**config.mk**
```make
export PLATFORM = sky130hd
export DESIGN_NAME = tcp_syn_header_builder
export DESIGN_NICKNAME = d
export VERILOG_FILES = /design/src/tsh_pkg.sv /design/src/tsh_sum.sv /design/src/tsh_fold.sv /design/src/tsh_serializer.sv /design/src/tcp_syn_header_builder.sv
export SDC_FILE = /design/constraint.sdc
export NUM_CORES = 1
export LEC_CHECK = 0
export BUFFER_PORTS_ARGS = -buffer_cell sky130_fd_sc_hd__clkbuf_2
export CAP_MARGIN = 20
export CORE_MARGIN = 2
export CORE_UTILIZATION = 53
export CTS_CLUSTER_DIAMETER = 50
export CTS_CLUSTER_SIZE = 25
export DETAILED_ROUTE_END_ITERATION = 12
export GPL_TIMING_DRIVEN = 0
export PLACE_DENSITY = 0.78
export SYNTH_ARGS = -nofsm -noshare
export SYNTH_HDL_FRONTEND = slang
export SYNTH_SLANG_ARGS = --single-unit
```
**constraint.sdc**
```tcl
create_clock -name clk -period 6.2 [get_ports clk]
set_input_delay 0.93 -clock clk [delete_from_list [all_inputs] [get_ports clk]]
set_output_delay 0.93 -clock clk [all_outputs]
set_load 0.01 [all_outputs]
```
**src/tsh_pkg.sv**
```systemverilog
// tsh_pkg: shared types, constants and ones-complement helpers
// for the tcp syn header builder; no dependencies
package tsh_pkg;

    localparam int unsigned ADDR_SUM_W = 19;  // up to eight 16-bit terms
    localparam int unsigned HDR_SUM_W  = 21;  // all terms of the checksum

    localparam logic [15:0] WINDOW_RESET    = 16'd64240;
    localparam logic [15:0] OFFSET_SYN_WORD = 16'h5002;
    localparam logic [15:0] TCP_PROTO       = 16'd6;
    localparam logic [15:0] TCP_HDR_LEN     = 16'd20;

    // header word positions
    localparam logic [2:0] WORD_PORTS = 3'd0;
    localparam logic [2:0] WORD_SEQ   = 3'd1;
    localparam logic [2:0] WORD_ACK   = 3'd2;
    localparam logic [2:0] WORD_FLAGS = 3'd3;
    localparam logic [2:0] WORD_CSUM  = 3'd4;

    // register byte addresses
    localparam logic [2:0] ADDR_WINDOW = 3'd0;

    typedef struct packed {
        logic [ADDR_SUM_W-1:0] src_sum;
        logic [ADDR_SUM_W-1:0] dst_sum;
        logic [15:0]           sport;
        logic [15:0]           dport;
        logic [31:0]           seq_number;
    } addr_stage_t;

    typedef struct packed {
        logic [HDR_SUM_W-1:0] sum;
        logic [15:0]          sport;
        logic [15:0]          dport;
        logic [31:0]          seq_number;
        logic [15:0]          window;
    } sum_stage_t;

    typedef struct packed {
        logic [15:0] checksum;
        logic [15:0] sport;
        logic [15:0] dport;
        logic [31:0] seq_number;
        logic [15:0] window;
    } hdr_item_t;

    function automatic logic [17:0] hsum32(input logic [31:0] v);
        logic [17:0] s;
        s = 18'(v[31:16]) + 18'(v[15:0]);
        return s;
    endfunction

    function automatic logic [17:0] hsum64(input logic [63:0] v);
        logic [17:0] s;
        s = 18'(v[63:48]) + 18'(v[47:32]) + 18'(v[31:16]) + 18'(v[15:0]);
        return s;
    endfunction

endpackage

```
**src/tsh_sum.sv**
```systemverilog
// tsh_sum: two pipeline stages that add up the pseudo-header and header
// halfwords; depends on tsh_pkg
module tsh_sum
    import tsh_pkg::*;
(
    input  logic        clk,
    input  logic        rst_n,
    input  logic        in_valid,
    output logic        in_ready,
    input  logic        is_ipv6,
    input  logic [63:0] src_addr_hi,
    input  logic [63:0] src_addr_lo,
    input  logic [63:0] dst_addr_hi,
    input  logic [63:0] dst_addr_lo,
    input  logic [15:0] sport,
    input  logic [15:0] dport,
    input  logic [31:0] seq_number,
    input  logic [15:0] window,
    output logic        out_valid,
    input  logic        out_ready,
    output sum_stage_t  out_item
);

    logic        s1_valid_reg;
    addr_stage_t s1_reg;
    addr_stage_t s1_next;
    logic        s1_ready;
    logic        s2_valid_reg;
    sum_stage_t  s2_reg;
    sum_stage_t  s2_next;
    logic        s2_ready;

    // stage 1: address halfwords
    always_comb
    begin
        s1_next.sport      = sport;
        s1_next.dport      = dport;
        s1_next.seq_number = seq_number;
        if (is_ipv6)
        begin
            s1_next.src_sum = ADDR_SUM_W'(hsum64(src_addr_hi)) + ADDR_SUM_W'(hsum64(src_addr_lo));
            s1_next.dst_sum = ADDR_SUM_W'(hsum64(dst_addr_hi)) + ADDR_SUM_W'(hsum64(dst_addr_lo));
        end
        else
        begin
            s1_next.src_sum = ADDR_SUM_W'(hsum32(src_addr_lo[31:0]));
            s1_next.dst_sum = ADDR_SUM_W'(hsum32(dst_addr_lo[31:0]));
        end
    end

    // stage 2: remaining header terms and constants
    always_comb
    begin
        s2_next.sport      = s1_reg.sport;
        s2_next.dport      = s1_reg.dport;
        s2_next.seq_number = s1_reg.seq_number;
        s2_next.window     = window;
        s2_next.sum        = HDR_SUM_W'(s1_reg.src_sum) + HDR_SUM_W'(s1_reg.dst_sum)
                           + HDR_SUM_W'(s1_reg.sport) + HDR_SUM_W'(s1_reg.dport)
                           + HDR_SUM_W'(s1_reg.seq_number[31:16])
                           + HDR_SUM_W'(s1_reg.seq_number[15:0])
                           + HDR_SUM_W'(TCP_PROTO) + HDR_SUM_W'(TCP_HDR_LEN)
                           + HDR_SUM_W'(OFFSET_SYN_WORD) + HDR_SUM_W'(window);
    end

    assign s2_ready  = !s2_valid_reg || out_ready;
    assign s1_ready  = !s1_valid_reg || s2_ready;
    assign in_ready  = s1_ready;
    assign out_valid = s2_valid_reg;
    assign out_item  = s2_reg;

    always_ff @(posedge clk or negedge rst_n)
    begin
        if (!rst_n)
        begin
            s1_valid_reg <= 1'b0;
            s2_valid_reg <= 1'b0;
        end
        else
        begin
            if (s1_ready)
                s1_valid_reg <= in_valid;
            if (s2_ready)
                s2_valid_reg <= s1_valid_reg;
        end
    end

    always_ff @(posedge clk)
    begin
        if (s1_ready && in_valid)
            s1_reg <= s1_next;
        if (s2_ready && s1_valid_reg)
            s2_reg <= s2_next;
    end

endmodule

```
**src/tsh_fold.sv**
```systemverilog
// tsh_fold: pipeline stage with end-around carry fold and inversion
// of the checksum; depends on tsh_pkg
module tsh_fold
    import tsh_pkg::*;
(
    input  logic       clk,
    input  logic       rst_n,
    input  logic       in_valid,
    output logic       in_ready,
    input  sum_stage_t in_item,
    output logic       out_valid,
    input  logic       out_ready,
    output hdr_item_t  out_item
);

    logic        valid_reg;
    hdr_item_t   item_reg;
    hdr_item_t   item_next;
    logic [16:0] fold1;
    logic [15:0] fold2;

    always_comb
    begin
        fold1 = 17'(in_item.sum[15:0]) + 17'(in_item.sum[HDR_SUM_W-1:16]);
        // second carry cannot ripple out again
        fold2 = fold1[15:0] + 16'(fold1[16]);
        item_next.checksum   = ~fold2;
        item_next.sport      = in_item.sport;
        item_next.dport      = in_item.dport;
        item_next.seq_number = in_item.seq_number;
        item_next.window     = in_item.window;
    end

    assign in_ready  = !valid_reg || out_ready;
    assign out_valid = valid_reg;
    assign out_item  = item_reg;

    always_ff @(posedge clk or negedge rst_n)
    begin
        if (!rst_n)
            valid_reg <= 1'b0;
        else if (in_ready)
            valid_reg <= in_valid;
    end

    always_ff @(posedge clk)
    begin
        if (in_ready && in_valid)
            item_reg <= item_next;
    end

endmodule

```
**src/tsh_serializer.sv**
```systemverilog
// tsh_serializer: holds one finished header and sends it as five words;
// depends on tsh_pkg
module tsh_serializer
    import tsh_pkg::*;
(
    input  logic        clk,
    input  logic        rst_n,
    input  logic        in_valid,
    output logic        in_ready,
    input  hdr_item_t   in_item,
    output logic        out_valid,
    input  logic        out_stall,
    output logic [31:0] header_word,
    output logic [2:0]  word_index,
    output logic        last_word
);

    logic        busy_reg;
    logic [2:0]  idx_reg;
    hdr_item_t   item_reg;
    logic        word_taken;
    logic        at_last;

    assign at_last    = (idx_reg == WORD_CSUM);
    assign word_taken = busy_reg && !out_stall;
    assign in_ready   = !busy_reg || (word_taken && at_last);

    always_ff @(posedge clk or negedge rst_n)
    begin
        if (!rst_n)
        begin
            busy_reg <= 1'b0;
            idx_reg  <= WORD_PORTS;
        end
        else if (in_ready)
        begin
            busy_reg <= in_valid;
            idx_reg  <= WORD_PORTS;
        end
        else if (word_taken)
        begin
            idx_reg <= idx_reg + 3'd1;
        end
    end

    always_ff @(posedge clk)
    begin
        if (in_ready && in_valid)
            item_reg <= in_item;
    end

    always_comb
    begin
        unique case (idx_reg)
            WORD_PORTS: header_word = {item_reg.sport, item_reg.dport};
            WORD_SEQ:   header_word = item_reg.seq_number;
            WORD_ACK:   header_word = 32'd0;
            WORD_FLAGS: header_word = {OFFSET_SYN_WORD, item_reg.window};
            WORD_CSUM:  header_word = {item_reg.checksum, 16'd0};
            default:    header_word = 32'd0;
        endcase
    end

    assign out_valid  = busy_reg;
    assign word_index = idx_reg;
    assign last_word  = at_last;

endmodule

```
**src/tcp_syn_header_builder.sv**
```systemverilog
// tcp_syn_header_builder: top level with register port and pipeline
// depends on tsh_pkg, tsh_sum, tsh_fold, tsh_serializer
//
// Builds a 20-byte option-free TCP SYN header for each probe and sends it
// as five 32-bit big-endian words, index 0 to 4, last_word high on word 4.
// The checksum covers the IPv4 or IPv6 pseudo-header (protocol 6, length
// 20) and the header, with every carry added back end-around. A probe
// passes three pipeline stages (address sums, header sum, carry fold) and
// lands in a word serializer, which registers it before its first word
// is on the output. The serializer takes a new probe only once the last
// word of the previous header is taken, and loads the next header in the
// same cycle as that last word. The window register (byte address 0)
// resets to 64240; the user must write it over the APB-style port only
// while the block is idle, which the block itself does not enforce.
module tcp_syn_header_builder
    import tsh_pkg::*;
(
    input  logic        clk,
    input  logic        rst_n,
    // register port
    input  logic        psel,
    input  logic        penable,
    input  logic        pwrite,
    input  logic [2:0]  paddr,
    input  logic [31:0] pwdata,
    output logic [31:0] prdata,
    output logic        pready,
    // probe input
    input  logic        in_valid,
    output logic        in_stall,
    input  logic        is_ipv6,
    input  logic [63:0] src_addr_hi,
    input  logic [63:0] src_addr_lo,
    input  logic [63:0] dst_addr_hi,
    input  logic [63:0] dst_addr_lo,
    input  logic [15:0] sport,
    input  logic [15:0] dport,
    input  logic [31:0] seq_number,
    // header word output
    output logic        out_valid,
    input  logic        out_stall,
    output logic [31:0] header_word,
    output logic [2:0]  word_index,
    output logic        last_word
);

    logic [15:0] window_reg;
    logic        hit_window;
    logic        sum_ready;
    logic        sum_valid;
    sum_stage_t  sum_item;
    logic        fold_ready;
    logic        fold_valid;
    hdr_item_t   fold_item;
    logic        ser_ready;

    // register port, no wait states; only paddr[2] is decoded, so addresses 0 to 3 all select the window
    assign pready     = 1'b1;
    assign hit_window = (paddr[2] == ADDR_WINDOW[2]);
    assign prdata     = hit_window ? {16'd0, window_reg} : 32'd0;

    always_ff @(posedge clk or negedge rst_n)
    begin
        if (!rst_n)
            window_reg <= WINDOW_RESET;
        else if (psel && penable && pwrite && hit_window)
            window_reg <= pwdata[15:0];
    end

    // stages 1 and 2: halfword sums
    tsh_sum u_sum (
        .clk         (clk),
        .rst_n       (rst_n),
        .in_valid    (in_valid),
        .in_ready    (sum_ready),
        .is_ipv6     (is_ipv6),
        .src_addr_hi (src_addr_hi),
        .src_addr_lo (src_addr_lo),
        .dst_addr_hi (dst_addr_hi),
        .dst_addr_lo (dst_addr_lo),
        .sport       (sport),
        .dport       (dport),
        .seq_number  (seq_number),
        .window      (window_reg),
        .out_valid   (sum_valid),
        .out_ready   (fold_ready),
        .out_item    (sum_item)
    );

    assign in_stall = !sum_ready;

    // stage 3: fold and invert
    tsh_fold u_fold (
        .clk       (clk),
        .rst_n     (rst_n),
        .in_valid  (sum_valid),
        .in_ready  (fold_ready),
        .in_item   (sum_item),
        .out_valid (fold_valid),
        .out_ready (ser_ready),
        .out_item  (fold_item)
    );

    // word serializer doubles as the output register
    tsh_serializer u_ser (
        .clk         (clk),
        .rst_n       (rst_n),
        .in_valid    (fold_valid),
        .in_ready    (ser_ready),
        .in_item     (fold_item),
        .out_valid   (out_valid),
        .out_stall   (out_stall),
        .header_word (header_word),
        .word_index  (word_index),
        .last_word   (last_word)
    );

endmodule
```
==> impl_metrics.json, run 1 <==
{
  "yosys.area.top_type": "edfxtp_1",
  "worst_slack_ps": 173,
  "finalSetupTns_ps": 0,
  "placed_area_um2": 31700,
  "min_period_over_period_pct": 97.2,
  "detail-route-antenna-nets": 0,
  "largest_register_ffs": 102,
  "port_buffers": 396,
  "critPathArrivalTime_ps": 6350,
  "dp_slack_ps": -983,
  "dpl.hpwl_um": 56800,
  "initialDrtViolationCount": 1087,
  "leakagePower_nw": 14.7,
  "routedWlPerCell_um": 18.3,
  "clk_latency_ps": 580,
  "synth_area_leaders": "edfxtp_1 (41%), ha_1 (12%), fa_1 (9.9%), inv_1 (5.6%), xnor2_1 (3.5%)",
  "synth_most_common_cell": "inv_1",
  "grt_max_degree": 67,
  "drc_errors": 0,
  "syn_to_final_growth_pct": 15.2,
  "core-area_um2": 53600,
  "n_fill_cell": 4397,
  "io_pins": 434,
  "clock_sinks": 418,
  "synth_common_cells": "inv_1 (425), edfxtp_1 (395), ha_1 (263)",
  "outcome": "finished clean",
  "start_util_pct": 53.4,
  "cts.reportedPaths.clkPinSlew_ps": 80,
  "yosys_register_bits": 418,
  "yosysTopAreaCellShare_pct": 41.5,
  "htreeDepth": 1,
  "grt_pass1_wl_um": 108000,
  "hold_viol": 0,
  "rows": 85,
  "slew_viol_final": 0,
  "totalWireLength_um": 69100,
  "cts_buffer_depth": 3,
  "worst_pin_slew_ps": 915,
  "antenna_found_initial": 6,
  "drt_first_pass_iters": 5,
  "crit_chain": "ha_1 > o21ai_0 > o21bai_1 > a31oi_2 > o21ai_0 > a31oi_2 > a21oi_1 > xor2_1 > fa_1 > inv_1 > fa_1 > fa_1 > inv_1 > ha_1 > ha_1 > nand2_1 > nor2_1 > a21oi_1 > o31ai_1 > o41ai_2 > o221ai_1 > a21o_1",
  "worstSetupEndpointType": "flip-flop",
  "synth_cells": 2612,
  "hold_path.class": "reg2reg",
  "avgSynthCellArea_um2": 11.0,
  "synth_cell_type_count": 77,
  "cts_buffers": 29,
  "p_per_area_nw_per_um2": 585,
  "synth_ff_type": "edfxtp_1",
  "cp_max_fo": 4,
  "crit_slowest_cell": "fa_1",
  "top_usage_layer": "met2",
  "max_stage_delay_ps": 490,
  "fp.dieW_um": 236,
  "met1_usage_pct": 29.7,
  "fp.dieH_um": 236,
  "synth_area_um2": 28600,
  "fin_crit_ps": 6030,
  "synthArstFlopShare_pct": 5.50,
  "grt_overflow_total": 0,
  "grt_use_total_pct": 24.4,
  "first_global_vias": 21166,
  "cts_tree": "yes",
  "synth_edf_count": 395,
  "clock_skew_ps": 23.9,
  "critPathKind": "reg2reg",
  "vdd_drop_max_uv": 722,
  "setup_violations": 0,
  "crit_required_ps": 6520,
  "fp.dieArea_um2": 55900,
  "use_met3_pct": 2.45,
  "postLayoutCellArea_um2": 33000,
  "fmax_mhz": 166,
  "yosysWarnings": 0,
  "cts_root_buffer": "clkbuf_16",
  "drive_gt1_share_pct": 18.4,
  "via_per_inst": 5.48,
  "num_vias": 20734,
  "gp_congestion": 0.918,
  "ys_seq_area_share_pct": 43.5,
  "maxSlewHeadroom_pct": 39.0,
  "fin_nets": 3835,
  "use_met2_pct": 45.6,
  "start_kind": "flip-flop",
  "cap_viol_max_count": 0
}
==> power by group <==
group	switching, W	leakage (nW)	internal (W)
Sequential	0.000194	3.83	0.00405
Combinational	0.00749	10.3	0.00550
Clock	0.00103	0.501	0.00100
==> cell usage in the layout (no fill, tap or decap), types with 13 or more instances in the layout <==
cell | Yosys | final
nand2_1 | 97 | 97
clkbuf_1 | 28 | 29
a21o_1 | 47 | 47
o21a_1 | 24 | 24
inv_1 | 425 | 425
a222oi_1 | 16 | 16
and3_1 | 14 | 14
buf_4 | 17 | 25
edfxtp_1 | 395 | 395
o211ai_1 | 23 | 23
nor2b_1 | 48 | 44
nor2_1 | 199 | 199
a211oi_1 | 22 | 21
xnor2_1 | 113 | 109
nand3_1 | 32 | 32
o21bai_1 | 15 | 15
nand2b_1 | 25 | 25
o21ai_0 | 101 | 94
clkbuf_16 | 0 | 29
ha_1 | 263 | 262
a22oi_1 | 14 | 14
clkbuf_2 | 0 | 396
xor2_1 | 77 | 76
mux2_2 | 21 | 21
a21oi_1 | 155 | 153
fa_1 | 142 | 140
nor3_1 | 61 | 61
conb_1 | 2 | 17
dfrtp_1 | 13 | 13
a31oi_1 | 30 | 28
==> layout make-up <==
| type | count | area [um^2] | share of cell area [%] |
|---|---|---|---|
| diodes | 1 | 2.50 | 0.00759 |
| plain buffers | 49 | 249 | 0.756 |
| clock buffers | 34 | 774 | 2.35 |
| clock inverters | 19 | 270 | 0.820 |
| inverters | 426 | 1600 | 4.85 |
| multi-input cells | 1733 | 14500 | 44.1 |
| flip-flops and latches | 418 | 12400 | 37.8 |
| well taps | 696 | 871 | 2.64 |
| repair buffers | 410 | 2190 | 6.65 |
==> logic make-up after synthesis <==
family / Yosys count / synth area share [%]
AO/OA/AOI/OAI: 553 / 12.8
other: 2 / 0.0262
buffers and inverters: 476 / 6.47
flip-flops: 418 / 43.5
XOR/XNOR: 190 / 5.82
AND/OR/NAND/NOR: 543 / 9.00
multiplexers: 24 / 0.931
adder cells (fa/ha/maj): 406 / 21.5
==> per-stage QoR <==
stage	util [%]	total power (W)	instances	hold WS (ps)
after global routing	61.5	0.0208	3785	418
final	61.5	0.0193	3786	420
after detailed placement	59.1	0.0166	3725	405
after floorplan	-	0.0136	2627	400
after CTS	61.1	0.0188	3778	421
after global placement	58.8	0.0161	3719	400
==> worst max-delay path: cells and delay by family (launching register included) <==
kind                       cells  cell delay, ps
DFF                            1             430
AOI/OAI and AO/OA             11            2330
and+or+nand+nor                2             170
adders and majority gates      6            2400
xor gates and xnor gates       1             310
buffers and inverters          2             120
==> layer usage <==
| metal | share of wire (%) | vias up |
|---|---|---|
| met1 | 40 | 10041 |
| met4 | 2.9 | 6 |
| met5 | 0.049 | - |
| li1 | - | 10034 |
| met3 | 4.3 | 116 |
| met2 | 53 | 537 |
==> worst paths after layout <==
path	startpoint	end	slack (ps)	cells after the start
worst max-delay path	u_sum.s1_reg[85]	u_sum.out_item[100]	170	22
max in group asynchronous	rst_n	window_reg[8]	5200	1
worst max register to register	u_sum.s1_reg[85]	u_sum.out_item[100]	170	22
min in group asynchronous	rst_n	u_sum.s1_valid_reg	430	1
worst min-delay path	u_fold.out_item[29]	u_ser.item_reg[29]	420	0
worst min register to register	u_fold.out_item[29]	u_ser.item_reg[29]	420	0
==> repair_timing <==
item / 4_1_cts / 5_1_grt
gates resized for setup: 4 / 32
endpoints found under the hold margin: 0 / 0
pin swaps: 0 / 17
endpoints found under the setup margin: 8 / 15
buffers inserted: 0 / 8
hold buffers: 0 / 0
Power figures use the tool's default switching activity.
==> inputs of run 2 (changes only) <==
--- a/config.mk
+++ b/config.mk
@@ -8,12 +8,11 @@
 export BUFFER_PORTS_ARGS = -buffer_cell sky130_fd_sc_hd__clkbuf_2
 export CAP_MARGIN = 20
 export CORE_MARGIN = 2
-export CORE_UTILIZATION = 53
-export CTS_CLUSTER_DIAMETER = 50
+export CORE_UTILIZATION = 55
 export CTS_CLUSTER_SIZE = 25
 export DETAILED_ROUTE_END_ITERATION = 12
 export GPL_TIMING_DRIVEN = 0
-export PLACE_DENSITY = 0.78
+export PLACE_DENSITY = 0.77
 export SYNTH_ARGS = -nofsm -noshare
 export SYNTH_HDL_FRONTEND = slang
 export SYNTH_SLANG_ARGS = --single-unit
==> constraint.sdc (replaced) <==
create_clock -name clk -period 7.7 [get_ports clk]
set_input_delay 1.155 -clock clk [delete_from_list [all_inputs] [get_ports clk]]
set_output_delay 1.155 -clock clk [all_outputs]
set_load 0.01 [all_outputs]
==> run 2 against run 1 <==
Count of clock-buffer cells in the layout grew 18. Worst setup slack improved by 930 ps. Global-route usage up 0.66 points. Critical path depth rose by 3.
==> impl_metrics.json, run 2 (synthesis gave the netlist of run 1 again) <==
{
  "hold_start": "u_sum.out_item[68]",
  "hold_viol": 0,
  "largest_register_ffs": 102,
  "critPathArrivalTime_ps": 6870,
  "fmax_mhz": 152,
  "ctsResizeCount": 0,
  "cts_root_buffer": "clkbuf_16",
  "critPathKind": "in2reg",
  "hold_buffers": 0,
  "first_global_vias": 21100,
  "timing.rr.end": "u_sum.out_item[100]",
  "initialDrtViolationCount": 1142,
  "regArea_um2": 12400,
  "r2r_cells": 24,
  "place_inst": 3709,
  "antenna_found_initial": 5,
  "min_to": "u_fold.out_item[68]",
  "grt_use_total_pct": 25.0,
  "whs_ps": 402,
  "rsz0062_at_grt": "no",
  "final_cell_mix": "inv_1 (425), clkbuf_2 (396), edfxtp_1 (395)",
  "start_util_pct": 55.7,
  "drt_first_pass_iters": 6,
  "num_vias": 20726,
  "finalSetupTns_ps": 0,
  "hold_path.class": "reg2reg",
  "fp.dieW_um": 232,
  "drive_gt1_share_pct": 17.5,
  "detail-route-antenna-nets": 0,
  "crit_slowest_cell": "a2111oi_1",
  "fp.dieArea_um2": 53900,
  "hold_depth": 0,
  "cts.reportedPaths.clkPinSlew_ps": 70,
  "via_per_inst": 5.48,
  "cp_common_cell": "o21ai_0",
  "gp_congestion": 0.925,
  "worstSetupEndpointType": "flip-flop",
  "grt_max_degree": 54,
  "stdcell_count": 3781,
  "leakagePower_nw": 14.7,
  "critical-path-top-delay-family": "compound AO/OA/AOI/OAI gates",
  "n_fill_cell": 4060,
  "fin_crit_ps": 6590,
  "fp.dieH_um": 232,
  "clock_sinks": 418,
  "fin_nets": 3839,
  "cts_buffers": 40,
  "grt_pass1_wl_um": 106000,
  "port_buffers": 396,
  "slew_viol_final": 0,
  "postCtsSetupBuffers": 0,
  "p_per_area_nw_per_um2": 469,
  "grt_overflow_total": 0,
  "worst_pin_slew_ps": 904,
  "start_kind": "input port",
  "r2r-start": "u_sum.s1_reg[83]",
  "r2r_slack_ps": 1380,
  "vdd_drop_max_uv": 654,
  "maxSlewHeadroom_pct": 39.4,
  "routedWlPerCell_um": 18.0,
  "io_pins": 434,
  "multi_input_area_um2": 14400,
  "clock_skew_ps": 14.7,
  "totalWireLength_um": 68000,
  "max_stage_delay_ps": 600,
  "crit_buf_inv": 3,
  "clk_latency_ps": 540,
  "cp_max_fo": 6,
  "core-area_um2": 51400,
  "crit_required_ps": 7980,
  "cts_tree": "yes",
  "rows": 83,
  "dpl.hpwl_um": 55800,
  "htreeDepth": 2,
  "cap_viol_max_count": 0,
  "syn_to_final_growth_pct": 15.5,
  "drc_errors": 0,
  "min_period_over_period_pct": 85.6,
  "final_common_cell": "inv_1",
  "cts_buffer_depth": 3,
  "finalPower_w": 0.0155,
  "setup_violations": 0,
  "outcome": "finished clean"
}
==> run 2: worst max-delay path by stage <==
stage	start	end	slack, ps	depth (start not counted)
global route	src_addr_lo[32]	u_sum.s1_reg[101]	700	25
CTS	src_addr_lo[32]	u_sum.s1_reg[101]	1180	25
floorplan	out_stall	u_sum.s1_reg[0]	900	4
global placement	out_stall	u_sum.s1_reg[59]	-1360	4
detailed placement	src_addr_lo[32]	u_sum.s1_reg[101]	630	25
finish	src_addr_lo[32]	u_sum.s1_reg[101]	1110	25
==> run 2: layer usage <==
metal	global-route usage, %	wire (um)	vias to the layer above
met4	7.91	2070	8
li1	-	-	10043
met3	2.69	2960	135
met5	0	53	-
met1	30.9	27800	9955
met2	45.8	35100	585
==> run 2: area by class of cell <==
type | instances | area share, %
Antenna cell | 1 | 0.00757
Sequential cell | 418 | 37.7
Clock inverter | 19 | 0.871
Timing Repair Buffer | 402 | 6.45
Inverter | 426 | 4.84
Multi-Input combinational cell | 1733 | 43.5
Buffer | 50 | 0.765
Tap cell | 680 | 2.58
Clock buffer | 52 | 3.26
==> run 2: power breakdown <==
part | internal (W) | total [W] | switching (W)
combinational | 0.00422 | 0.0100 | 0.00581
clock | 0.00123 | 0.00204 | 0.000815
sequential | 0.00326 | 0.00342 | 0.000155
==> run 2: stage by stage <==
stage,worst slack [ps],utilization (%),instance area [um^2]
final,1110,64.3,33000
after global routing,702,64.3,33000
after CTS,1180,64.3,33000
after detailed placement,632,61.6,31700
after global placement,-1360,61.3,31500
after floorplan,900,-,28700
